<file path="src/rtl/core/scrl_pkg.sv">
`default_nettype none

package scrl_pkg;

  // Length clamp and reset values of the configuration registers
  localparam logic [6:0]  MAX_REG_BITS   = 7'd64;
  localparam logic [6:0]  REG_LEN_RST    = 7'd34;
  localparam logic [63:0] INIT_VALUE_RST = 64'h0000_0000_0FFF_FFFF;

  // Configuration register indexes
  localparam logic CFG_REG_LENGTH = 1'b0;
  localparam logic CFG_INIT_VALUE = 1'b1;

  typedef enum logic [1:0] {
    REQ_TICK  = 2'd0,
    REQ_SET   = 2'd1,
    REQ_LOAD  = 2'd2,
    REQ_OTHER = 2'd3
  } req_t;

  typedef enum logic [3:0] {
    PH_IDLE   = 4'd0,
    PH_RST_LO = 4'd1,
    PH_RST_HI = 4'd2,
    PH_SH_LO  = 4'd3,
    PH_SH_HI  = 4'd4,
    PH_RB_LO  = 4'd5,
    PH_RB_HI  = 4'd6,
    PH_RB_SMP = 4'd7,
    PH_LAT_LO = 4'd8,
    PH_LAT_HI = 4'd9
  } phase_t;

  typedef enum logic [2:0] {
    ST_NONE   = 3'd0,
    ST_OK     = 3'd1,
    ST_VERIFY = 3'd2,
    ST_OFFSET = 3'd3,
    ST_BUSY   = 3'd4
  } status_t;

  typedef struct packed {
    req_t       req_type;
    logic [5:0] bit_offset;
    logic       bit_value;
    logic       data_out_level;
  } item_t;

  typedef struct packed {
    logic        reset_pin;
    logic        strobe_pin;
    logic        data_in_pin;
    logic        output_enable_pin;
    logic        busy_res;
    status_t     status;
    logic [63:0] shadow_value;
  } res_t;

endpackage

`default_nettype wire

</file>
<file path="src/rtl/core/serial_config_register_loader.sv">
// Two register stages: an accepted item waits in the input hold register, then the result register.
// One item per cycle unless m_tready stalls; each item advances the pin sequencer by one step.
// A full load takes 2 + 5*L + 2 items for register length L when the readback matches.
// Reset (rst, synchronous, active high) empties both registers, idles the sequencer,
// drives reset pin high with strobe and data low, and restores length 34 and shadow 0x0FFFFFFF.
`default_nettype none

module serial_config_register_loader (
  input  wire         clk,
  input  wire         rst,
  // Input items
  input  wire         s_tvalid,
  output logic        s_tready,
  input  wire  [7:0]  s_tdata,  // bit_offset[5:0], bit_value[6], data_out_level[7]
  input  wire  [1:0]  s_tuser,  // req_type[1:0]
  // Result items
  output logic        m_tvalid,
  input  wire         m_tready,
  output logic [71:0] m_tdata,  // reset_pin[0], strobe_pin[1], data_in_pin[2],
                                // output_enable_pin[3], busy_res[4], status[7:5],
                                // shadow_value[71:8]
  // Configuration writes
  input  wire         cfg_we,
  input  wire         cfg_index,
  input  wire  [63:0] cfg_data
);

  logic               advance;
  logic               held_valid;
  scrl_pkg::item_t    in_item;
  scrl_pkg::item_t    held_item;
  scrl_pkg::res_t     res;
  logic [6:0]         reg_length;
  logic [63:0]        init_value;

  // Unpack input item
  always_comb begin
    in_item.req_type       = scrl_pkg::req_t'(s_tuser);
    in_item.bit_offset     = s_tdata[5:0];
    in_item.bit_value      = s_tdata[6];
    in_item.data_out_level = s_tdata[7];
  end

  // Configuration registers
  always_ff @(posedge clk) begin
    if (rst) begin
      reg_length <= scrl_pkg::REG_LEN_RST;
      init_value <= scrl_pkg::INIT_VALUE_RST;
    end else if (cfg_we) begin
      if (cfg_index == scrl_pkg::CFG_REG_LENGTH) begin
        reg_length <= cfg_data[6:0];
      end else begin
        init_value <= cfg_data;
      end
    end
  end

  // Result register frees up when empty or being taken
  assign advance = !m_tvalid || m_tready;

  scrl_in_stage u_in_stage (
    .clk        (clk),
    .rst        (rst),
    .in_valid   (s_tvalid),
    .in_ready   (s_tready),
    .in_item    (in_item),
    .advance    (advance),
    .held_valid (held_valid),
    .held_item  (held_item)
  );

  scrl_seq u_seq (
    .clk        (clk),
    .rst        (rst),
    .fire       (held_valid && advance),
    .item       (held_item),
    .reg_length (reg_length),
    .init_value (init_value),
    .res        (res)
  );

  // Result valid flag
  always_ff @(posedge clk) begin
    if (rst) begin
      m_tvalid <= 1'b0;
    end else if (advance) begin
      m_tvalid <= held_valid;
    end
  end

  // Pack result item
  always_ff @(posedge clk) begin
    if (held_valid && advance) begin
      m_tdata <= {res.shadow_value, res.status, res.busy_res, res.output_enable_pin,
                  res.data_in_pin, res.strobe_pin, res.reset_pin};
    end
  end

endmodule

`default_nettype wire

</file>
<file path="src/rtl/core/scrl_in_stage.sv">
`default_nettype none

module scrl_in_stage (
  input  wire                  clk,
  input  wire                  rst,
  input  wire                  in_valid,
  output logic                 in_ready,
  input  wire scrl_pkg::item_t in_item,
  input  wire                  advance,
  output logic                 held_valid,
  output scrl_pkg::item_t      held_item
);

  // Take a new item when empty or when the held one moves on this cycle
  assign in_ready = !held_valid || advance;

  // Hold valid flag
  always_ff @(posedge clk) begin
    if (rst) begin
      held_valid <= 1'b0;
    end else if (in_ready) begin
      held_valid <= in_valid;
    end
  end

  // Capture payload
  always_ff @(posedge clk) begin
    if (in_valid && in_ready) begin
      held_item <= in_item;
    end
  end

endmodule

`default_nettype wire

</file>
<file path="src/rtl/core/scrl_seq.sv">
`default_nettype none

module scrl_seq (
  input  wire                  clk,
  input  wire                  rst,
  input  wire                  fire,
  input  wire scrl_pkg::item_t item,
  input  wire [6:0]            reg_length,
  input  wire [63:0]           init_value,
  output scrl_pkg::res_t       res
);

  scrl_pkg::phase_t phase, phase_next;
  logic [63:0]      shadow_reg, shadow_reg_next;
  logic [63:0]      readback_acc, readback_acc_next;
  logic [5:0]       bit_index, bit_index_next;
  logic             initial_load_flag, initial_load_flag_next;
  logic             enable_flag, enable_flag_next;
  logic             pin_reset, pin_reset_next;
  logic             pin_strobe, pin_strobe_next;
  logic             pin_data, pin_data_next;
  scrl_pkg::status_t step_status;
  scrl_pkg::status_t status;

  logic [6:0]  eff_len;
  logic [6:0]  eff_len_m1_full;
  logic [5:0]  len_m1;
  logic [63:0] set_value;
  logic [63:0] acc_sampled;

  // Clamp length to 1..MAX_REG_BITS
  always_comb begin
    if (reg_length == 7'd0) begin
      eff_len = 7'd1;
    end else if (reg_length > scrl_pkg::MAX_REG_BITS) begin
      eff_len = scrl_pkg::MAX_REG_BITS;
    end else begin
      eff_len = reg_length;
    end
  end
  assign eff_len_m1_full = eff_len - 7'd1;
  assign len_m1          = eff_len_m1_full[5:0];

  // Shadow with the requested bit applied
  always_comb begin
    set_value = shadow_reg;
    set_value[item.bit_offset] = item.bit_value;
  end

  // Readback with the current sample merged in
  always_comb begin
    acc_sampled = readback_acc;
    acc_sampled[bit_index] = readback_acc[bit_index] | item.data_out_level;
  end

  // Sequencer step, set-bit and initial load handling
  always_comb begin
    phase_next             = phase;
    shadow_reg_next        = shadow_reg;
    readback_acc_next      = readback_acc;
    bit_index_next         = bit_index;
    initial_load_flag_next = initial_load_flag;
    enable_flag_next       = enable_flag;
    pin_reset_next         = pin_reset;
    pin_strobe_next        = pin_strobe;
    pin_data_next          = pin_data;
    step_status            = scrl_pkg::ST_NONE;
    status                 = scrl_pkg::ST_NONE;

    if (phase != scrl_pkg::PH_IDLE) begin
      case (phase)
        scrl_pkg::PH_RST_LO: begin
          pin_reset_next = 1'b0;
          phase_next     = scrl_pkg::PH_RST_HI;
        end
        scrl_pkg::PH_RST_HI: begin
          pin_reset_next = 1'b1;
          bit_index_next = len_m1;
          phase_next     = scrl_pkg::PH_SH_LO;
        end
        scrl_pkg::PH_SH_LO: begin
          pin_strobe_next = 1'b0;
          pin_data_next   = shadow_reg[bit_index];
          phase_next      = scrl_pkg::PH_SH_HI;
        end
        scrl_pkg::PH_SH_HI: begin
          pin_strobe_next = 1'b1;
          if (bit_index == 6'd0) begin
            bit_index_next    = len_m1;
            readback_acc_next = '0;
            phase_next        = scrl_pkg::PH_RB_LO;
          end else begin
            bit_index_next = bit_index - 6'd1;
            phase_next     = scrl_pkg::PH_SH_LO;
          end
        end
        scrl_pkg::PH_RB_LO: begin
          pin_strobe_next = 1'b0;
          phase_next      = scrl_pkg::PH_RB_HI;
        end
        scrl_pkg::PH_RB_HI: begin
          pin_strobe_next = 1'b1;
          phase_next      = scrl_pkg::PH_RB_SMP;
        end
        scrl_pkg::PH_RB_SMP: begin
          readback_acc_next = acc_sampled;
          if (bit_index == 6'd0) begin
            if (acc_sampled != shadow_reg) begin
              step_status = scrl_pkg::ST_VERIFY;
              phase_next  = scrl_pkg::PH_IDLE;
            end else begin
              phase_next = scrl_pkg::PH_LAT_LO;
            end
          end else begin
            bit_index_next = bit_index - 6'd1;
            phase_next     = scrl_pkg::PH_RB_LO;
          end
        end
        scrl_pkg::PH_LAT_LO: begin
          pin_strobe_next = 1'b0;
          phase_next      = scrl_pkg::PH_LAT_HI;
        end
        scrl_pkg::PH_LAT_HI: begin
          pin_strobe_next = 1'b1;
          if (initial_load_flag) begin
            enable_flag_next = 1'b1;
          end
          step_status = scrl_pkg::ST_OK;
          phase_next  = scrl_pkg::PH_IDLE;
        end
        default: begin
          phase_next = scrl_pkg::PH_IDLE;
        end
      endcase
      // A request during a load is dropped; it reports busy unless the load finishes now
      if (step_status != scrl_pkg::ST_NONE) begin
        status = step_status;
      end else if (item.req_type == scrl_pkg::REQ_SET ||
                   item.req_type == scrl_pkg::REQ_LOAD) begin
        status = scrl_pkg::ST_BUSY;
      end
    end else if (item.req_type == scrl_pkg::REQ_SET) begin
      if ({1'b0, item.bit_offset} >= eff_len) begin
        status = scrl_pkg::ST_OFFSET;
      end else if (set_value == shadow_reg) begin
        status = scrl_pkg::ST_OK;
      end else begin
        // Start a load and take its first step at once
        shadow_reg_next        = set_value;
        initial_load_flag_next = 1'b0;
        pin_reset_next         = 1'b0;
        phase_next             = scrl_pkg::PH_RST_HI;
      end
    end else if (item.req_type == scrl_pkg::REQ_LOAD) begin
      shadow_reg_next        = init_value;
      initial_load_flag_next = 1'b1;
      pin_reset_next         = 1'b0;
      phase_next             = scrl_pkg::PH_RST_HI;
    end
  end

  // Advance state on each item
  always_ff @(posedge clk) begin
    if (rst) begin
      phase             <= scrl_pkg::PH_IDLE;
      shadow_reg        <= scrl_pkg::INIT_VALUE_RST;
      readback_acc      <= '0;
      bit_index         <= '0;
      initial_load_flag <= 1'b0;
      enable_flag       <= 1'b0;
      pin_reset         <= 1'b1;
      pin_strobe        <= 1'b0;
      pin_data          <= 1'b0;
    end else if (fire) begin
      phase             <= phase_next;
      shadow_reg        <= shadow_reg_next;
      readback_acc      <= readback_acc_next;
      bit_index         <= bit_index_next;
      initial_load_flag <= initial_load_flag_next;
      enable_flag       <= enable_flag_next;
      pin_reset         <= pin_reset_next;
      pin_strobe        <= pin_strobe_next;
      pin_data          <= pin_data_next;
    end
  end

  // Result reflects the state after this step
  always_comb begin
    res.reset_pin         = pin_reset_next;
    res.strobe_pin        = pin_strobe_next;
    res.data_in_pin       = pin_data_next;
    res.output_enable_pin = enable_flag_next;
    res.busy_res          = (phase_next != scrl_pkg::PH_IDLE);
    res.status            = status;
    res.shadow_value      = shadow_reg_next;
  end

`ifndef NO_ASSERTIONS
  // Output enable only ever rises outside reset
  a_enable_sticky: assert property (@(posedge clk) disable iff (rst)
    !$past(rst) |-> !$fell(enable_flag))
    else $error("output enable dropped");

  // Device reset is low exactly while waiting to release it
  a_reset_phase: assert property (@(posedge clk) disable iff (rst)
    (phase == scrl_pkg::PH_RST_HI) == !pin_reset)
    else $error("reset pin out of step with phase");

  // A verify error always ends the load
  a_verify_idle: assert property (@(posedge clk) disable iff (rst)
    fire && step_status == scrl_pkg::ST_VERIFY |=> phase == scrl_pkg::PH_IDLE)
    else $error("load continued after verify error");
`endif

endmodule

`default_nettype wire
</file>
<file path="config.mk">
export PLATFORM = sky130hd
export DESIGN_NAME = serial_config_register_loader
export DESIGN_NICKNAME = d
export VERILOG_FILES = /design/src/rtl/core/scrl_pkg.sv /design/src/rtl/core/serial_config_register_loader.sv /design/src/rtl/core/scrl_in_stage.sv /design/src/rtl/core/scrl_seq.sv
export SDC_FILE = /design/constraint.sdc
export NUM_CORES = 1
export LEC_CHECK = 0
export ABC_CLOCK_PERIOD_IN_PS = 11500
export BUFFER_PORTS_ARGS = -buffer_cell sky130_fd_sc_hd__buf_2
export CAP_MARGIN = 20
export CELL_PAD_IN_SITES_DETAIL_PLACEMENT = 0
export CELL_PAD_IN_SITES_GLOBAL_PLACEMENT = 2
export CORE_MARGIN = 1
export CORE_UTILIZATION = 40
export DETAILED_ROUTE_END_ITERATION = 10
export PLACE_DENSITY_LB_ADDON = 0.1
export SLEW_MARGIN = 25
export SYNTH_ARGS = -nofsm -noshare
export SYNTH_HDL_FRONTEND = slang
export SYNTH_SLANG_ARGS = --single-unit
</file>
<file path="constraint.sdc">
create_clock -name clk -period 11.5 [get_ports clk]
set_input_delay 0 -clock clk [delete_from_list [all_inputs] [get_ports clk]]
set_output_delay 0 -clock clk [all_outputs]
set_load 0.1 [all_outputs]
</file>
==> flow_results.org, run 1 <==
** Status
- Run status :: completed

** Routing
- Via count normalized by instance count :: 6.748
- Antenna-violating nets left :: 0
- Overall via count from detail_route :: 22459
- Per-cell routed wire length :: 32.15 um
- Wires add up to 107000 um.
- Iter 0 DRT Violations :: 2775
- DRC errors left :: 0
- Detailed-routing iteration count for the pre-antenna-repair pass :: 6

** Logic synthesis
- Count of cell types in the netlist :: 93
- When the netlist entered floorplanning its net count stood at 2649.
- Ys async rst share :: 0%
- Sorting the synthesized cells by how often they occur yields 243 x sky130_fd_sc_hd__a21oi_1, 240 x sky130_fd_sc_hd__nand2_1, 232 x sky130_fd_sc_hd__nor2_1.
- Cell count after synthesis :: 2559
- By instance count, the leading cell after synthesis is sky130_fd_sc_hd__a21oi_1.
- Mean instance size in the synthesized netlist :: 7.880 sq um
- The synthesized design contains 298 register bits.
- Most area-hungry cell type in the Yosys netlist :: sky130_fd_sc_hd__dfxtp_1
- Yosys warns :: 0
- In this run the biggest area consumer among cell types represents 21.44% of the synthesized area.
- The synthesized design contains 82 enable-type register cells.
- Biggest area contributors in the synthesized netlist :: sky130_fd_sc_hd__dfxtp_1 21%, sky130_fd_sc_hd__edfxtp_1 12%, sky130_fd_sc_hd__a21oi_1 6.0%
- Predominant post-synthesis flop cell :: sky130_fd_sc_hd__dfxtp_1
- Sequential cell area fraction in the yosys report :: 33.66%
- The cell area that synthesis handed to floorplanning was 20160 sq um.

** Timing
- The number of hold-slack violations in the final timing report is 0.
- Setup violations remaining at the end of the flow were counted as 0.
- Tightest hold margin :: 0.1536 ns
- Subtracting the final worst setup slack from the clock period gives 4.986 ns.
- In this run the tightest slew margin relative to its limit is 22.68%.
- RSZ-0062 raised after global routing :: no
- Final worst clock skew :: 0.03290 ns
- Based on the critical path, the design can be clocked at up to 200.6 MHz.
- Final Max Tran Viols :: 0
- Setup total negative slack on the finished layout was measured at 0 ns.
- Crit share post-route :: 43.36%
- Worst-Margin Slew :: 1.155 ns

** Placed design
- Total cell area at the placement stage :: 21120 sq um
- GPL Wtd Cong :: 1.071
- The HPWL after detailed placement is 73140 um.
- Number of buffer cells added on primary ports :: 153

** Power and ir drop
- Comb pwr share :: 17.7%
- Summed over all nets, the switching power comes to 0.0009224 W.
- Largest vdd supply drop :: 0.0001095 V
- P per Cell Area :: 124.8 nW/um^2
- Of the total power, the share spent switching nets is 31.30%.
- Per report_power, the sequential group accounts for 39.2% of the total.
- Int Power :: 0.002024 W
- Clk pwr share :: 43.1%
- Static Leakage :: 7.964 nW

** Clock tree
- Post-CTS setup buffer count :: 0
- Post-cts hold buffer count :: 115
- CTS clock-pin slew for the worst setup and hold paths :: 0.07 ns
- Buffers inserted during clock tree synthesis total 37.
- CTS root buf :: sky130_fd_sc_hd__clkbuf_16
- In this run the number of H-tree levels came out at 2.
- Worst-skew pair later-pin latency :: 0.58 ns
- Max Root-Sink Buffers :: 3
- The clock net in this run drives a total of 298 sinks.
- TritonCTS built the clock tree.
- In this run, post-CTS repair resized a total of 0 instances.

** Global routing
- Across every metal layer, demand over resource in global routing totals 40.93%.
- Number of antenna violations at the first check in global routing :: 1
- Largest net degree at the start of global routing :: 94
- Number of global-route vias before repair :: 21202
- Aggregate global routing overflow :: 0
- The first global-routing pass estimated 151600 um of wire.

** Floorplanning
- Site row count :: 81
- Placeable core area :: 49360 sq um
- Die area :: 51310 sq um
- From left edge to right edge, the die measures 226.5 um.
- The die is 226.5 um tall.
- During I/O placement, the number of pins put on the boundary was 154.
- Initial cell density of the core :: 40.85%

** Setup path
- Setup CP Type :: flip-flop to flip-flop
- The worst setup path is launched from a flip-flop.
- Among cell families on the critical path, the largest total delay comes from simple AND/OR/NAND/NOR gates.
- The largest single stage delay on the critical path is 0.85 ns.
- RR Endpoint :: m_tdata[7]
- Measured in cells, the most critical reg-to-reg path has a length of 10.
- Data arrives at the worst endpoint at 5.37 ns.
- Req. time, crit path :: 11.88 ns
- For this design, the slowest cell found on the critical path is sky130_fd_sc_hd__nor2b_2.
- Startpoint of the most critical register-to-register path :: u_seq.bit_index[0]
- Across all register-to-register paths, the minimum setup slack is 6.51 ns.
- Together, buffers and inverters on the worst path number 1.
- Max Fanout on Critical Path :: 49
- Chain of cells forming the critical path :: buf_4 > nor2b_2 > a21oi_1 > a2111oi_0 > nand4_1 > nor4_1 > o211ai_1 > nor4_2 > o2111ai_1 > a2111oi_2
- The worst setup path is captured at a flip-flop.

** Min path
- HP Start :: s_tdata[7]
- The worst hold path belongs to the class input port to flip-flop.
- Worst hold path cell count :: 2
- Endpoint with the worst hold slack :: u_in_stage.held_item[0]

** Finish
- Final nets :: 2724
- Most flops, register :: m_tdata
- The register with the most flip-flops in the layout has 72 of them.
- The finished cells cover 23600 sq um.
- After filler insertion, the fill cell instance count of the layout stands at 4926.
- Of the cells placed in the final design, the portion with a size suffix greater than 1 is 13.44%.
- Fin util :: 47.82%
- Compared with the post-synthesis result, the final layout area differs by 17.06%.

** Job
- The tool flagged a number of max-cap violations equal to 0.
-- stage by stage --
stage | total power, W | instances | worst slack, ns
2_1_floorplan | 0.001490 | 2559 | 7.321
3_5_place_dp | 0.001650 | 3143 | 6.600
6_report | 0.002947 | 3328 | 6.514
4_1_cts | 0.002933 | 3326 | 6.533
5_1_grt | 0.003021 | 3327 | 6.302
3_3_place_gp | 0.001646 | 3143 | 6.632
-- cell usage in the layout (no fill, tap or decap), types with 62 or more instances in the layout --
cell type and instances:
sky130_fd_sc_hd__a21oi_1 242, sky130_fd_sc_hd__o21ai_0 159, sky130_fd_sc_hd__buf_2 152, sky130_fd_sc_hd__a22oi_1 91
sky130_fd_sc_hd__dfxtp_1 213, sky130_fd_sc_hd__o22ai_1 76, sky130_fd_sc_hd__dlygate4sd3_1 115, sky130_fd_sc_hd__edfxtp_1 82
sky130_fd_sc_hd__nand2_1 237, sky130_fd_sc_hd__mux2i_1 62, sky130_fd_sc_hd__nor3_1 77, sky130_fd_sc_hd__nor2_1 228
-- worst max-delay path by stage --
stage,start,end,slack [ns],cells past startpoint
3_5_place_dp,u_seq.bit_index[0],m_tdata[7],6.60,10
5_1_grt,u_seq.bit_index[2],m_tdata[7],6.30,10
6_report,u_seq.bit_index[0],m_tdata[7],6.51,10
2_1_floorplan,m_tvalid,u_seq.shadow_reg[57],7.32,7
3_3_place_gp,u_seq.bit_index[0],m_tdata[7],6.63,10
4_1_cts,u_seq.bit_index[0],m_tdata[7],6.53,10
-- power groups by stage --
| stage | combinational [W] | clock [W] | sequential (W) |
|---|---|---|---|
| 2_1_floorplan | 0.000264 | 0 | 0.00123 |
| 3_5_place_dp | 0.000475 | 0 | 0.00118 |
| 6_report | 0.000522 | 0.00127 | 0.00116 |
| 5_1_grt | 0.000546 | 0.00132 | 0.00116 |
| 3_3_place_gp | 0.000471 | 0 | 0.00117 |
| 4_1_cts | 0.000506 | 0.00127 | 0.00115 |
-- kinds of logic after synthesis --
group	Yosys count	synth area share [%]
muxes	87	5.088
AOI/OAI and AO/OA	878	28.26
adders and majority gates	10	0.6205
and+or+nand+nor	907	23.57
DFF	298	33.66
buffers and inverters	325	6.459
xor gates and xnor gates	54	2.345
-- layout make-up --
| class | count | area (sq um) | share of cell area, % |
|---|---|---|---|
| well taps | 664 | 830.8 | 3.520 |
| flip-flops and latches | 298 | 6793 | 28.78 |
| inverters | 38 | 145.1 | 0.6149 |
| multi-input cells | 1936 | 12170 | 51.58 |
| repair buffers | 323 | 2356 | 9.981 |
| clock buffers | 53 | 1140 | 4.829 |
| clock inverters | 15 | 162.7 | 0.6891 |
| diodes | 1 | 2.502 | 0.01060 |
-- metal layers --
layer  share of wire, %  vias up  global-route usage (%)
met4                8.2        2                   30.01
met3                8.6      360                   8.216
met5             0.0075        -                       0
met2                 44     1313                   63.26
li1                   -     9759                       -
met1                 39    11025                   50.55
Note: power is estimated with default switching activity, not from simulation.
==> run 2, diff against run 1 <==
--- a/config.mk
+++ b/config.mk
@@ -5,13 +5,13 @@
 export SDC_FILE = /design/constraint.sdc
 export NUM_CORES = 1
 export LEC_CHECK = 0
-export ABC_CLOCK_PERIOD_IN_PS = 11500
+export ABC_CLOCK_PERIOD_IN_PS = 4000
 export BUFFER_PORTS_ARGS = -buffer_cell sky130_fd_sc_hd__buf_2
 export CAP_MARGIN = 20
 export CELL_PAD_IN_SITES_DETAIL_PLACEMENT = 0
 export CELL_PAD_IN_SITES_GLOBAL_PLACEMENT = 2
 export CORE_MARGIN = 1
-export CORE_UTILIZATION = 40
+export CORE_UTILIZATION = 33
 export DETAILED_ROUTE_END_ITERATION = 10
 export PLACE_DENSITY_LB_ADDON = 0.1
 export SLEW_MARGIN = 25
==> constraint.sdc (replaced) <==
create_clock -name clk -period 4 [get_ports clk]
set_input_delay 0 -clock clk [delete_from_list [all_inputs] [get_ports clk]]
set_output_delay 0 -clock clk [all_outputs]
set_load 0.1 [all_outputs]
==> flow_results.org, run 2 (synthesized netlist as in run 1, its figures left out) <==
** Placed design
- The routability-driven placement congestion ratio was 1.023 (was 1.071).
- Number of buffer cells added on primary ports :: 153 (unchanged)
- The detailed-placement wirelength estimate came to 92720 um (was 73140 um).
- Placement-stage worst setup slack :: -0.1037 ns (was 6.600 ns)

** Floorplanning
- Die outline height :: 249.2 um (was 226.5 um)
- Initial cell density of the core :: 33.41% (was 40.85%)
- Site row count :: 90 (was 81)
- The area of the die is 62100 sq um (was 51310 sq um).
- The overall die width is 249.2 um (was 226.5 um).
- The core area came to 60360 sq um (was 49360 sq um).
- The number of I/O pins is 154 (unchanged).

** Timing
- The setup clock skew after layout was 0.02982 ns (was 0.03290 ns).
- The count of final max-slew check failures was 0 (unchanged).
- Crit share post-route :: 97.39% (was 43.36%)
- The number of hold-slack violations in the final timing report came to 0 (unchanged).
- Total negative slack :: 0 ns (unchanged)
- # setup viols final :: 0 (unchanged)
- The remaining max-slew budget at the tightest pin came to 34.64% (was 22.68%).
- The highest achievable clock rate was 256.7 MHz (was 200.6 MHz).
- The final critical delay including setup and external delays was 3.896 ns (was 4.986 ns).
- The pin slew with the least headroom to its limit is 0.9791 ns (was 1.155 ns).
- Setup slack after layout :: 0.1043 ns (was 6.514 ns)

** Finish
- Final nets :: 3128 (was 2724)
- The most flop-heavy register is m_tdata (unchanged).
- Highest-count cells in the layout ignoring fill and taps: 420 x sky130_fd_sc_hd__buf_4, 242 x sky130_fd_sc_hd__a21oi_1, 237 x sky130_fd_sc_hd__nand2_1 (was 242 x sky130_fd_sc_hd__a21oi_1, 237 x sky130_fd_sc_hd__nand2_1, 228 x sky130_fd_sc_hd__nor2_1).
- Synth-to-Final Area Change :: 35.03% (was 17.06%)
- The number of flip-flops under the largest register name came to 72 (unchanged).
- The ratio of cells with drive above 1 in the final layout was 24.74% (was 13.44%).
- Most common library cell in the layout ignoring fill and taps :: sky130_fd_sc_hd__buf_4 (was sky130_fd_sc_hd__a21oi_1)

** Power and ir drop
- Static Leakage :: 10.05 nW (was 7.964 nW)
- P per Cell Area :: 323.5 nW/um^2 (was 124.8 nW/um^2)
- The maximum vdd ir drop came to 0.0003034 V (was 0.0001095 V).
- Total power draw :: 0.008808 W (was 0.002947 W)

** Setup path
- The critical path's slowest cell is sky130_fd_sc_hd__dfxtp_2 (was sky130_fd_sc_hd__nor2b_2).
- Critical Path Max Stage Delay :: 0.46 ns (was 0.85 ns)
- CP Launch Type :: flip-flop (unchanged)
- Worst setup EP type :: flip-flop (unchanged)
- Library cell appearing most often on the critical path :: sky130_fd_sc_hd__buf_4
- The worst-case register-to-register setup slack came to 0.10 ns (was 6.51 ns).
- The required time at the endpoint of the critical path came to 4.37 ns (was 11.88 ns).
- Max Fanout on Critical Path :: 19 (was 49)
- The category of the critical setup timing path is flip-flop to flip-flop (unchanged).
- CP arrival :: 4.26 ns (was 5.37 ns)
- Chain of cells forming the critical path :: buf_4 > buf_6 > mux2i_2 > buf_4 > o22ai_1 > o21a_1 > a311o_1 > or3_4 > a211o_1 > nor4_4 > o2111ai_1 > buf_4 > a2111oi_2 (was buf_4 > nor2b_2 > a21oi_1 > a2111oi_0 > nand4_1 > nor4_1 > o211ai_1 > nor4_2 > o2111ai_1 > a2111oi_2)

** Min path
- Worst min-delay path category :: input port to flip-flop (unchanged)

** Routing
- Met2 WL :: 55630 um (was 47490 um)
- Via count normalized by instance count :: 6.290 (was 6.748)
- The DRC marker count from the first detailed-route iteration was 2444 (was 2775).
- Top layer in use :: met5 (unchanged)
- The number of nets still failing antenna checks after routing is 0 (unchanged).
- Final WL :: 122500 um (was 107000 um)
- The final routed wire length divided by cell count is 31.81 um (was 32.15 um).
- The routed length on met1 came to 48520 um (was 41550 um).
- Met3 WL :: 9098 um (was 9218 um)
- The total DRC errors in the routed layout is 0 (unchanged).
- Overall via count from detail_route :: 24222 (was 22459)
- Detailed-routing iteration count for the pre-antenna-repair pass :: 5 (was 6)

** Global routing
- Number of global-route vias before repair :: 23113 (was 21202)
- The pin count of the biggest net entering global routing was 99 (was 94).
- All-Layer GR Usage :: 38.14% (was 40.93%)
- The remaining global-route overflow was 0 (unchanged).
- The number of antenna violations at the first check in global routing was 2 (was 1).
- The first-pass GRT wire length is 170900 um (was 151600 um).

** Status
- Run status: completed (unchanged).

** Clock tree
- The number of H-tree branching levels was 2 (unchanged).
- The insertion delay to the later sink of the worst-skew pair was 0.59 ns (was 0.58 ns).
- The cell at the root of the clock tree was sky130_fd_sc_hd__clkbuf_16 (unchanged).
- The clock tree from TritonCTS is built (unchanged).
- Number of buffers created by CTS :: 38 (was 37)
- The clock-pin transition on the worst setup and hold timing paths was 0.06 ns (was 0.07 ns).
- Max Root-Sink Buffers :: 3 (unchanged)
- The clock sink count is 298 (unchanged).

** Job
- The max capacitance violation total came to 0 (unchanged).
==> run 2: cell types whose count changed in the layout (fill, tap and decap cells not counted), sizes merged <==
cell         change
inv              +1
bufinv           +2
clkbuf           -3
clkinvlp         -2
buf            +397
dlygate4sd3      +6
clkinv           +4
==> run 2: metal layers <==
layer / GRT usage, % / up-vias
met1: 47.39 / 11935
met4: 25.15 / 2
met5: 0 / -
met3: 5.716 / 358
met2: 61.41 / 1357
li1: - / 10570
==> run 2: path summary, 6_finish.rpt <==
path	start	endpoint	cells after the start
setup reg to reg	u_seq.bit_index[0]	m_tdata[7]	13
hold / removal	s_tuser[1]	u_in_stage.held_item[9]	2
setup / recovery	u_seq.bit_index[0]	m_tdata[7]	13
hold reg to reg	init_value[36]	init_value[36]	2
==> run 2: power breakdown <==
group          internal [W]  switching (W)  total, W  leakage (nW)
combinational      0.000620        0.00116   0.00178          6.94
clock               0.00220        0.00151   0.00370         0.639
sequential          0.00320       0.000117   0.00332          2.47
==> run 2: critical path: cells and delay by family, from the launching register on <==
family / cells / cell delay, ns
AOI/OAI and AO/OA: 6 / 1.43
buffers and inverters: 4 / 0.82
and+or+nand+nor: 2 / 0.70
muxes: 1 / 0.29
DFF: 1 / 0.46
==> run 2: repair_timing <==
item	CTS	global route
gates resized for setup	4	21
pin swaps	0	1
buffers inserted	0	3
endpoints found under the hold margin	86	0
hold buffers	121	0
setup endpoints to repair	8	34
==> run 2: final cells by class <==
type | instances | area, sq um
antenna | 1 | 2.502
timing repair buffer | 726 | 5767
sequential | 298 | 6798
tap | 782 | 978.4
inverter | 38 | 145.1
multi-input combinational | 1936 | 12230
clock inverter | 20 | 247.7
fill | 6063 | 33130
clock buffer | 50 | 1057
==> run 2: metrics by stage <==
step	hold WS, ns	instance area (sq um)	std cells	util (%)
finish	0.1383	27230	3851	45.11
detailed placement	0.1816	24600	3656	40.75
global route	0.1291	27230	3850	45.11
global placement	0.1777	24570	3655	40.70
CTS	0.1143	27130	3847	44.95
floorplan	0.09887	20170	2559	-
